==> src/hw/rtl/ssf_pkg.sv <==
package ssf_pkg;
  localparam int Order    = 4;
  localparam int CoefFrac = 13;
  localparam int DataW    = 16;
  localparam int AccW     = 40;
  localparam int CfgIdxW  = 3;
  localparam int CfgDataW = 64;
  localparam int TermsPerSum = Order + 1;
  localparam int NumSums  = Order + 1;

  localparam logic [CfgIdxW-1:0] RegRow0  = 3'd0;
  localparam logic [CfgIdxW-1:0] RegBd    = 3'd4;
  localparam logic [CfgIdxW-1:0] RegC     = 3'd5;
  localparam logic [CfgIdxW-1:0] RegD     = 3'd6;
  localparam logic [CfgIdxW-1:0] RegStart = 3'd7;

  typedef struct packed {
    logic                    start;
    logic signed [DataW-1:0] a;
    logic signed [DataW-1:0] b;
    logic                    clear;
  } mac_req_t;

  function automatic logic signed [DataW-1:0] lane16(input logic [63:0] w,
                                                     input logic [1:0] i);
    lane16 = w[{i, 4'd0} +: DataW];
  endfunction

  function automatic logic signed [DataW-1:0] sat16(input logic signed [AccW-1:0] v,
                                                    output logic clip);
    logic signed [AccW-1:0] s;
    s = v >>> CoefFrac;
    clip = 1'b0;
    if (s > 40'sd32767) begin
      clip = 1'b1;
      sat16 = 16'sh7fff;
    end else if (s < -40'sd32768) begin
      clip = 1'b1;
      sat16 = 16'sh8000;
    end else begin
      sat16 = s[DataW-1:0];
    end
  endfunction
endpackage

==> src/hw/rtl/ssf_serial_mac.sv <==
// Shift-and-add multiply: one multiplier bit per cycle.
module ssf_serial_mac import ssf_pkg::*; (
  input  logic                   clk_i,
  input  logic                   rst_ni,
  input  mac_req_t               req_i,
  output logic                   busy_o,
  output logic signed [AccW-1:0] acc_o
);
  logic [4:0]             cnt_q, cnt_d;
  logic signed [AccW-1:0] mcand_q, mcand_d;
  logic [DataW-1:0]       mplier_q, mplier_d;
  logic signed [AccW-1:0] acc_q, acc_d;

  always_comb begin
    cnt_d = cnt_q;
    mcand_d = mcand_q;
    mplier_d = mplier_q;
    acc_d = acc_q;
    if (req_i.start) begin
      cnt_d = 5'd16;
      mcand_d = AccW'(req_i.a);
      mplier_d = req_i.b;
      if (req_i.clear) acc_d = '0;
    end else if (cnt_q != 5'd0) begin
      // top multiplier bit carries negative weight
      if (mplier_q[0]) begin
        if (cnt_q == 5'd1) acc_d = acc_q - mcand_q;
        else acc_d = acc_q + mcand_q;
      end
      mcand_d = mcand_q <<< 1;
      mplier_d = mplier_q >> 1;
      cnt_d = cnt_q - 5'd1;
    end
  end

  always_ff @(posedge clk_i or negedge rst_ni) begin
    if (!rst_ni) begin
      cnt_q <= '0;
    end else begin
      cnt_q <= cnt_d;
    end
  end

  always_ff @(posedge clk_i) begin
    mcand_q <= mcand_d;
    mplier_q <= mplier_d;
    acc_q <= acc_d;
  end

  assign busy_o = (cnt_q != 5'd0);
  assign acc_o = acc_q;

  a_start_idle: assert property (@(posedge clk_i) disable iff (!rst_ni)
    req_i.start |-> !busy_o) else $error("mac restarted while busy");
  a_len: assert property (@(posedge clk_i) disable iff (!rst_ni)
    req_i.start |=> cnt_q == 5'd16) else $error("mac length");
  a_dec: assert property (@(posedge clk_i) disable iff (!rst_ni)
    (busy_o && !req_i.start) |=> cnt_q == $past(cnt_q) - 5'd1) else $error("mac count");
endmodule

==> src/hw/rtl/state_space_filter_step.sv <==
// Channel  | Dir | Handshake        | Payload
// s_axis   | in  | tvalid/tready    | tdata: sample_in[15:0]; tuser: restart
// m_axis   | out | tvalid/tready    | tdata: sample_out[15:0]; tuser: clipped
// cfg      | in  | cfg_valid/ready  | cfg_index_i, cfg_data_i
// One sample takes 25 products through the one serial multiplier (each an
// issue, sixteen shift-add steps and a completion check), plus entry and
// writeback.
// The next sample is taken once the result is in the output register, even if
// it waits there. Reset clears state, coefficients and the output valid.
// A stalled output stops the next writeback until the beat is taken.
module state_space_filter_step import ssf_pkg::*; (
  input  logic                clk_i,
  input  logic                rst_ni,
  input  logic                s_axis_tvalid,
  output logic                s_axis_tready,
  input  logic [15:0]         s_axis_tdata,  // sample_in
  input  logic                s_axis_tuser,  // restart
  output logic                m_axis_tvalid,
  input  logic                m_axis_tready,
  output logic [15:0]         m_axis_tdata,  // sample_out
  output logic                m_axis_tuser,  // clipped
  input  logic                cfg_valid_i,
  output logic                cfg_ready_o,
  input  logic [CfgIdxW-1:0]  cfg_index_i,
  input  logic [CfgDataW-1:0] cfg_data_i
);
  typedef enum logic [1:0] {StIdle, StIssue, StWait, StDone} state_e;

  state_e                 state_q;
  logic [CfgDataW-1:0]    regs_q [8];
  logic signed [DataW-1:0] x_q [Order];
  logic signed [DataW-1:0] nx_q [Order];
  logic signed [DataW-1:0] u_q;
  logic signed [DataW-1:0] y_q;
  logic [2:0]             sum_q;   // 0 = output, 1..4 = states
  logic [2:0]             term_q;  // 0 = input term, 1..4 = state terms
  logic                   clip_q, go_q;
  mac_req_t               req;
  logic                   mac_busy;
  logic signed [AccW-1:0] acc;
  logic signed [DataW-1:0] coef, sat;
  logic                   sat_clip;
  logic [1:0]             ri, ci;

  assign cfg_ready_o = 1'b1;
  assign s_axis_tready = (state_q == StIdle) && !go_q;

  always_comb begin
    ri = 2'(sum_q - 3'd1);
    ci = 2'(term_q - 3'd1);
    if (sum_q == 3'd0) coef = (term_q == 3'd0) ? regs_q[RegD][15:0] : lane16(regs_q[RegC], ci);
    else if (term_q == 3'd0) coef = lane16(regs_q[RegBd], ri);
    else coef = lane16(regs_q[{1'b0, ri}], ci);
    req.start = (state_q == StIssue);
    req.a = coef;
    req.b = (term_q == 3'd0) ? u_q : x_q[ci];
    req.clear = (term_q == 3'd0);
    sat = sat16(acc, sat_clip);
  end

  always_ff @(posedge clk_i or negedge rst_ni) begin
    if (!rst_ni) begin
      state_q <= StIdle;
      go_q <= 1'b0;
      m_axis_tvalid <= 1'b0;
      for (int i = 0; i < 8; i++) regs_q[i] <= '0;
      for (int i = 0; i < Order; i++) x_q[i] <= '0;
      sum_q <= '0;
      term_q <= '0;
      clip_q <= 1'b0;
    end else begin
      if (cfg_valid_i) begin
        if (cfg_index_i == RegD) regs_q[cfg_index_i] <= {48'd0, cfg_data_i[15:0]};
        else regs_q[cfg_index_i] <= cfg_data_i;
      end
      if (m_axis_tvalid && m_axis_tready && state_q != StDone) m_axis_tvalid <= 1'b0;
      case (state_q)
        StIdle: begin
          if (s_axis_tvalid && s_axis_tready) begin
            u_q <= s_axis_tdata;
            if (s_axis_tuser)
              for (int i = 0; i < Order; i++) x_q[i] <= lane16(regs_q[RegStart], 2'(i));
            sum_q <= '0;
            term_q <= '0;
            clip_q <= 1'b0;
            state_q <= StIssue;
          end
        end
        StIssue: state_q <= StWait;
        StWait: begin
          if (!mac_busy) begin
            if (term_q != 3'(Order)) begin
              term_q <= term_q + 3'd1;
              state_q <= StIssue;
            end else begin
              if (sat_clip) clip_q <= 1'b1;
              // hold the output sum until the output register is free
              if (sum_q == 3'd0) y_q <= sat;
              else nx_q[ri] <= sat;
              term_q <= '0;
              if (sum_q == 3'(Order)) state_q <= StDone;
              else begin
                sum_q <= sum_q + 3'd1;
                state_q <= StIssue;
              end
            end
          end
        end
        StDone: begin
          if (!m_axis_tvalid || m_axis_tready) begin
            for (int i = 0; i < Order; i++) x_q[i] <= nx_q[i];
            m_axis_tdata <= y_q;
            m_axis_tuser <= clip_q;
            m_axis_tvalid <= 1'b1;
            state_q <= StIdle;
          end
        end
        default: state_q <= StIdle;
      endcase
      go_q <= 1'b0;
    end
  end

  ssf_serial_mac u_mac (
    .clk_i  (clk_i),
    .rst_ni (rst_ni),
    .req_i  (req),
    .busy_o (mac_busy),
    .acc_o  (acc)
  );

  a_no_accept_busy: assert property (@(posedge clk_i) disable iff (!rst_ni)
    (state_q != StIdle) |-> !s_axis_tready) else $error("accept while busy");
  a_out_hold: assert property (@(posedge clk_i) disable iff (!rst_ni)
    (m_axis_tvalid && !m_axis_tready) |=> m_axis_tvalid && $stable(m_axis_tdata))
    else $error("output dropped");
  a_done_push: assert property (@(posedge clk_i) disable iff (!rst_ni)
    (state_q == StDone && (!m_axis_tvalid || m_axis_tready)) |=> m_axis_tvalid)
    else $error("result lost");
endmodule
==> config.mk <==
export PLATFORM = sky130hd
export DESIGN_NAME = state_space_filter_step
export DESIGN_NICKNAME = d
export VERILOG_FILES = /design/src/hw/rtl/ssf_pkg.sv /design/src/hw/rtl/ssf_serial_mac.sv /design/src/hw/rtl/state_space_filter_step.sv
export SDC_FILE = /design/constraint.sdc
export NUM_CORES = 1
export LEC_CHECK = 0
export ABC_AREA = 1
export ABC_CLOCK_PERIOD_IN_PS = 3600
export BUFFER_PORTS_ARGS = -buffer_cell sky130_fd_sc_hd__buf_2
export CAP_MARGIN = 10
export CORE_ASPECT_RATIO = 0.6
export CORE_MARGIN = 2
export CORE_UTILIZATION = 45
export CTS_CLUSTER_SIZE = 28
export DETAILED_ROUTE_END_ITERATION = 12
export GPL_TIMING_DRIVEN = 0
export MAX_ROUTING_LAYER = met4
export PLACE_DENSITY = 0.68
export SETUP_SLACK_MARGIN = 0.02
export SYNTH_ARGS = -nofsm -noshare
export SYNTH_HDL_FRONTEND = slang
export SYNTH_SLANG_ARGS = --single-unit
==> constraint.sdc <==
create_clock -name clk_i -period 3.6 [get_ports clk_i]
set_clock_uncertainty 0.05 [all_clocks]
set_input_delay 0 -clock clk_i [delete_from_list [all_inputs] [get_ports clk_i]]
set_output_delay 0 -clock clk_i [all_outputs]
set_load 0.01 [all_outputs]
==> flow_summary.ini, run 1 <==
[route]
drcViolationCount = 0
totalWireLength_um = 139500
routed_via_density = 5.823
route.detailed.wl_per_inst_um = 24.69
route.antenna.remaining_nets = 0
detail_route.first_pass.iterations = 6
routed-via-count = 32900
dr.first_iter.drc_count = 5127

[critical_path]
critPathMaxFanout = 10
crit_buf_inv = 7
worstSetupEndpointType = register
worst_path_max_delay_cell = dfrtp_1
critical-path-top-delay-family = buffers and inverters
worstSetupPathDepth = 12
crit_path_max_incr_delay_ns = 0.38
reg2reg_to = u_mac.mcand_q[0]
crit_arrival_ns = 4.14
worst_endpoint_required_time_ns = 4.03
critical_path.cell_chain = buf_2 -> clkinv_2 -> buf_4 -> buf_2 -> ha_2 -> inv_1 -> buf_2 -> buf_2 -> o21ai_0 -> o221ai_1 -> nand3_1 -> a21oi_2
worst-setup-path-type = reg2reg
timing.reg2reg.setup_slack_ns = -0.11
cp_common_cell = buf_2
cp_startpoint_kind = register
worst_r2r_startpoint = term_q[0]
timing.reg2reg.worst_path_depth = 12

[floorplan]
dieArea_mm2 = 0.08190
ios = 109
fp.dieH_um = 222.5
die_w_um = 368.1
core-area_mm2 = 0.07908
start_util_pct = 45.27
std_cell_rows = 80

[place]
place.detailed.hpwl_um = 104200
port-buffer-count = 107
finalWeightedCongestion = 1.072
placedCellCount = 5392
detailedPlace.worstSlack_ns = -0.6649

[sta]
hold-worst-slack_ns = 0.03366
max_freq_ghz = 0.2697
timing.setup.tns_ns = -0.1234
final_count_of_negative_setup_slack_endpoints = 2
finalCritPeriodShare_pct = 103.0
fin_ws_ns = -0.1084
hold_viol_final = 0
unrepaired_setup_endpoints_after_global_routing = yes
tightestPinTransition_ns = 1.203
period_minus_slack_ns = 3.708
max-slew-margin-rel_pct = 19.12
finalMaxSlewViolations = 0

[cts]
ctsHtreeMaxLevel = 3
worst_skew_pair_latency_ns = 0.69
clock_tree_from_tritoncts = built
cts_buffers = 73
max-clock-path-buffers = 3
cts.root.buffer_cell = clkbuf_16
cts.sinks = 752
path_clk_slew_ns = 0.06

[cells_and_area]
filler_cell_count = 7467
fin_cells = 5650
layout.area.seq_mm2 = 0.01987
multi_input_area_mm2 = 0.01416
drive_gt1_share_pct = 9.675
num-nets-final = 4662
flow.area_growth_from_synthesis_pct = 17.54

[logic_synthesis]
net_count_after_synthesis = 4346
seq_area_frac_synth_pct = 55.49
post-synth-top-count-cell = nand2_1
yosys.area.top_type = dfrtp_1
post_synth_num_cell_types = 50
flip_flop_and_latch_count_after_synthesis = 752
syn_inst = 4206
synth_enable_flop_cells = 209
netlist_top_cells_area = dfrtp_1, edfxtp_1, nand2_1, o21ai_0, nor2_1
synth_common_cells = nand2_1, o21ai_0, dfrtp_1
yosysWarnings = 0
async_s_r_ff_share_synth_pct = 72.21
post_synth_top_area_share_pct = 37.96
post_synth_instance_area_mm2 = 0.03580
synth_ff_type = dfrtp_1
syn-mean-instance-area_um2 = 8.511

[power_and_ir_drop]
p_leak_uw = 0.01901
vdd.ir_drop.worst_mv = 0.3900
finalPower_uw = 26300
p_per_area_mw_per_mm2 = 625.0

[outcome]
outcome = finished, violations left
violations = setup timing

[global_route]
grt_first_pass_wirelength_um = 199900
antenna_found_initial = 9
grt.total_usage_pct = 34.58
grt_residual_overflow = 0
via_count_of_the_first_global_routing_pass = 29550
pin_count_of_the_biggest_net_entering_global_routing = 119

[min_path]
worst_hold_path_type = in2async

[job]
drv.max_cap_violation_count = 0
==> routing by layer <==
metal	vias to the layer above	global-route usage, %	wire, um
met2	2043	40.80	50760
li1	14670	-	-
met3	192	17.26	24100
met1	16000	51.65	61900
met5	-	-	0
met4	0	6.820	2712
==> power breakdown <==
| group | internal, uW | switching (uW) |
|---|---|---|
| registers | 10400 | 1000 |
| logic | 2200 | 4680 |
| clock network | 4370 | 3610 |
| total | 17000 | 9300 |
==> area by class of cell <==
| class | instances | area share [%] |
|---|---|---|
| inverters | 304 | 2.727 |
| clock inverters | 25 | 0.7434 |
| diodes | 5 | 0.02974 |
| clock buffers | 107 | 4.966 |
| well taps | 1066 | 3.170 |
| plain buffers | 253 | 2.804 |
| multi-input cells | 2896 | 33.65 |
| flip-flops and latches | 752 | 47.21 |
| repair buffers | 242 | 4.701 |
==> kinds of logic (layout without fill, tap and decap cells) <==
| group | after synthesis | count (layout) | share of synthesized area (%) |
|---|---|---|---|
| AOI/OAI and AO/OA | 1082 | 1082 | 16.38 |
| xor gates and xnor gates | 38 | 38 | 0.9297 |
| adders and majority gates | 51 | 51 | 1.803 |
| and+or+nand+nor | 1724 | 1724 | 19.16 |
| DFF | 752 | 752 | 55.49 |
| other | 1 | 6 | 0.01048 |
| buffers and inverters | 558 | 931 | 6.235 |
==> layout by cell type (no fill, tap or decap), types with 11 or more instances in the layout <==
cell type,n
nand2_1,949
a22oi_1,14
nand4_1,13
ha_1,41
clkinv_2,12
a221o_1,14
o221ai_1,14
dfrtp_1,542
nor3_1,13
clkbuf_2,13
xor2_1,33
nor2_2,18
buf_2,158
buf_6,12
nor2_1,494
buf_4,28
nand3_1,176
clkbuf_1,186
o22ai_1,17
clkbuf_8,11
inv_1,293
clkbuf_16,74
edfxtp_1,209
o211ai_1,50
nand3_2,18
o21ai_1,24
dlygate4sd3_1,104
a21oi_1,189
o21ai_0,661
a31oi_1,67
==> worst register-to-register path, delay by kind of cell, from the launching register on <==
family	cells	cell delay (ns)
AOI/OAI and AO/OA	3	0.82
buffers and inverters	7	1.69
and+or+nand+nor	1	0.19
DFF	1	0.38
adders and majority gates	1	0.39
==> repair_timing <==
item | CTS | global route
gates resized for setup | 49 | 110
setup buffers | 1 | 16
pin swaps | 3 | 13
cloned | 0 | 0
setup endpoints to repair | 122 | 65
hold endpoints to repair | 962 | 0
hold buffers | 105 | 0
==> worst max path at each step <==
stage	slack, ns	from	end
finish	-0.11	term_q[0]	u_mac.mcand_q[0]
global route	-0.02	u_mac.mcand_q[3]	u_mac.acc_o[35]
CTS	0.01	sum_q[0]	u_mac.mcand_q[10]
detailed placement	-0.66	sum_q[0]	u_mac.mcand_q[10]
global placement	-10.26	rst_ni	m_axis_tdata[2]
floorplan	0.34	sum_q[0]	y_q[0]
==> per-stage QoR <==
stage                     instance area [um^2]  util [%]
after floorplan                          35800         -
after global placement                   37670     47.64
after detailed placement                 37950     47.99
after CTS                                41590     52.59
after global routing                     42080     53.21
final                                    42080     53.21
Note: power is estimated with default switching activity, not from simulation.
==> inputs of run 2 (changes only) <==
--- a/config.mk
+++ b/config.mk
@@ -5,7 +5,6 @@
 export SDC_FILE = /design/constraint.sdc
 export NUM_CORES = 1
 export LEC_CHECK = 0
-export ABC_AREA = 1
 export ABC_CLOCK_PERIOD_IN_PS = 3600
 export BUFFER_PORTS_ARGS = -buffer_cell sky130_fd_sc_hd__buf_2
 export CAP_MARGIN = 10
==> run 2 against run 1 <==
Net effect:
- the flow still finishes with violations (setup timing)
- die area down 3.1%
- critical path depth up 9
- sequential cell count is the same
- synthesized cell count fell by 41%
- combinational power grew to 3.0 times the previous value
- sequential power rose by 17%
- critical endpoint is now u_mac.acc_o[32]
- via count decreased by 27%
- critical path type unchanged
- non-clock buffer count shrank 20
- wire length down 22%
==> flow_summary.ini, run 2 <==
[outcome]
outcome = finished, violations left
violations = setup timing

[sta]
fin_ws_ns = -0.8393
max_freq_ghz = 0.2253
finalMaxSlewViolations = 0
final_count_of_negative_setup_slack_endpoints = 21
hold_viol_final = 0
unrepaired_setup_endpoints_after_global_routing = yes
tightestPinTransition_ns = 1.295
timing.setup.tns_ns = -12.47
max-slew-margin-rel_pct = 13.67
period_minus_slack_ns = 4.439
finalCritPeriodShare_pct = 123.3

[critical_path]
crit_arrival_ns = 4.75
worstSetupEndpointType = register
worst_endpoint_required_time_ns = 3.91
worst-setup-path-type = reg2reg
cp_startpoint_kind = register
critPathMaxFanout = 5

[place]
place.detailed.hpwl_um = 77910
port-buffer-count = 105
detailedPlace.worstSlack_ns = -1.821
finalWeightedCongestion = 0.9584
placement.cell_area_mm2 = 0.03683

[cts]
cts_buffers = 73
max-clock-path-buffers = 3
worst_skew_pair_latency_ns = 0.64
clock_tree_from_tritoncts = built
cts.sinks = 752
path_clk_slew_ns = 0.07
cts.root.buffer_cell = clkbuf_16
ctsHtreeMaxLevel = 3

[cells_and_area]
flow.area_growth_from_synthesis_pct = 21.89
num-nets-final = 3025
filler_cell_count = 6074
most-common-layout-cells = dfrtp_1, mux2_2, nand2_1
fin_area_mm2 = 0.04226
drive_gt1_share_pct = 38.91
layout.cells.most_common = dfrtp_1

[power_and_ir_drop]
p_comb_share_pct = 49.6
vdd.ir_drop.worst_mv = 0.5264
p_per_area_mw_per_mm2 = 984.4
p_leak_uw = 0.01774
sw_frac_of_total_pct = 39.41
clkPwrFrac_pct = 18.6
seqPwrFrac_pct = 31.9
internal_power_uw = 25210
net-switching-power_uw = 16390

[global_route]
via_count_of_the_first_global_routing_pass = 23920
grt_first_pass_wirelength_um = 156800
pin_count_of_the_biggest_net_entering_global_routing = 131
antenna_found_initial = 4
grt_residual_overflow = 0
grt.total_usage_pct = 27.96

[logic_synthesis]
yosys.area.top_type = dfrtp_1
syn_inst = 2486
flip_flop_and_latch_count_after_synthesis = 752
net_count_after_synthesis = 2626
syn-mean-instance-area_um2 = 13.95
seq_area_frac_synth_pct = 57.29
yosysWarnings = 0
netlist_top_cells_area = dfrtp_1, edfxtp_1, mux2_2, mux4_2, nand2_1
synth_enable_flop_cells = 209
post_synth_top_area_share_pct = 39.19
post_synth_num_cell_types = 64
synth_ff_type = dfrtp_1
post_synth_instance_area_mm2 = 0.03467
post-synth-top-count-cell = dfrtp_1
synth_common_cells = dfrtp_1, mux2_2, nand2_1
async_s_r_ff_share_synth_pct = 72.21

[route]
drcViolationCount = 0
routed_via_density = 6.077
routed-via-count = 23960
route.detailed.wl_per_inst_um = 27.49
totalWireLength_um = 108400
dr.first_iter.drc_count = 2541
detail_route.first_pass.iterations = 6
route.antenna.remaining_nets = 0

[floorplan]
fp.dieH_um = 219.0
core-area_mm2 = 0.07593
die_w_um = 362.4
dieArea_mm2 = 0.07937
ios = 109
start_util_pct = 45.67
std_cell_rows = 78

[job]
drv.max_cap_violation_count = 0

[min_path]
worst_hold_path_type = in2reg
-- run 2: cell types whose count changed after synthesis, moves of 55 or more --
cell / previous run / this run
mux2_2: 0 / 465
o21ai_0: 671 / 132
nand2_1: 964 / 226
inv_1: 298 / 19
nor2_1: 512 / 86
clkbuf_1: 180 / 118
mux2i_1: 0 / 68
nand3_1: 194 / 31
mux4_2: 0 / 128
a21oi_1: 196 / 66
a21o_1: 1 / 56
-- run 2: area by class of cell --
type / count / area [um^2] / area share (%)
antenna: 3 / 7.507 / 0.01776
buffer: 142 / 785.8 / 1.859
clock buffer: 109 / 2177 / 5.151
clock inverter: 21 / 190.2 / 0.4500
inverter: 20 / 85.08 / 0.2013
multi-input combinational: 1563 / 15030 / 35.56
sequential: 752 / 19870 / 47.00
tap: 1000 / 1251 / 2.960
timing repair buffer: 333 / 2873 / 6.797
-- run 2: worst paths after layout --
| kind | slack, ns | cells past startpoint | start | endpoint |
|---|---|---|---|---|
| worst max-delay path | -0.84 | 21 | u_mac.mcand_q[0] | u_mac.acc_o[32] |
| min in group asynchronous | 0.26 | 6 | rst_ni | regs_q[58] |
| worst min-delay path | 0.04 | 2 | s_axis_tdata[10] | u_q[10] |
| worst min register to register | 0.36 | 0 | y_q[15] | m_axis_tdata[15] |
| max in group asynchronous | 1.74 | 8 | rst_ni | asynchronous set/reset pin |
| worst max register to register | -0.84 | 21 | u_mac.mcand_q[0] | u_mac.acc_o[32] |
-- run 2: worst max-delay path: stages, from the launching register on --
cell       delay (ns)
edfxtp_1         0.46
inv_2            0.12
ha_4             0.14
nor2b_4          0.17
nand3_2          0.10
or4_4            0.51
buf_6            0.16
o41ai_4          0.21
xor2_1           0.20
ha_2             0.32
nand4_1          0.17
nor2_1           0.09
nand3_1          0.13
a21oi_4          0.06
o311a_4          0.36
buf_4            0.15
buf_6            0.10
buf_6            0.13
o2111ai_2        0.18
nand2_1          0.12
xnor2_2          0.16
nor2_1           0.05
-- run 2: per-layer routing --
layer,part of all wire [%],GRT usage (%),up-vias
li1,-,-,9961
met1,45,41.20,12660
met2,41,36.21,1190
met3,12,10.55,157
met4,1.9,6.100,0
met5,0,-,-
-- run 2: cell families (layout without fill, tap and decap cells) --
| logic type | count (synthesis) | count (layout) | synth area share (%) |
|---|---|---|---|
| AO/OA/AOI/OAI | 330 | 330 | 5.831 |
| XOR/XNOR | 72 | 72 | 1.819 |
| adder cells (fa/ha/maj) | 51 | 51 | 1.862 |
| buffers and inverters | 171 | 625 | 1.934 |
| flip-flops | 752 | 752 | 57.29 |
| multiplexers | 661 | 661 | 25.38 |
| other | 1 | 4 | 0.01081 |
| AND/OR/NAND/NOR | 448 | 448 | 5.878 |
-- run 2: through the flow --
stage                     instances  total power [uW]  hold slack (ns)  util, %
after global routing           3943             43550          0.02309    55.66
final                          3943             41600          0.03846    55.66
after CTS                      3918             39610          0.01598    54.82
after floorplan                2486             24100          -0.3456        -
after global placement         3591             28990           0.1310    48.17
after detailed placement       3601             29600        -0.005255    48.51
-- run 2: repair_timing --
item,in CTS,in global routing
setup buffers,111,39
endpoints found under the hold margin,813,0
resized for setup,175,116
endpoints found under the setup margin,245,102
pin swaps,67,60
hold buffers,93,0
gates cloned,1,1
-- run 2: power by group through the flow --
stage	sequential [uW]	combinational (uW)	clock, uW
2_1_floorplan	12700	11400	0
3_3_place_gp	13100	15800	0
3_5_place_dp	13200	16400	0
4_1_cts	13100	18700	7820
5_1_grt	13400	21900	8170
6_report	13300	20600	7740
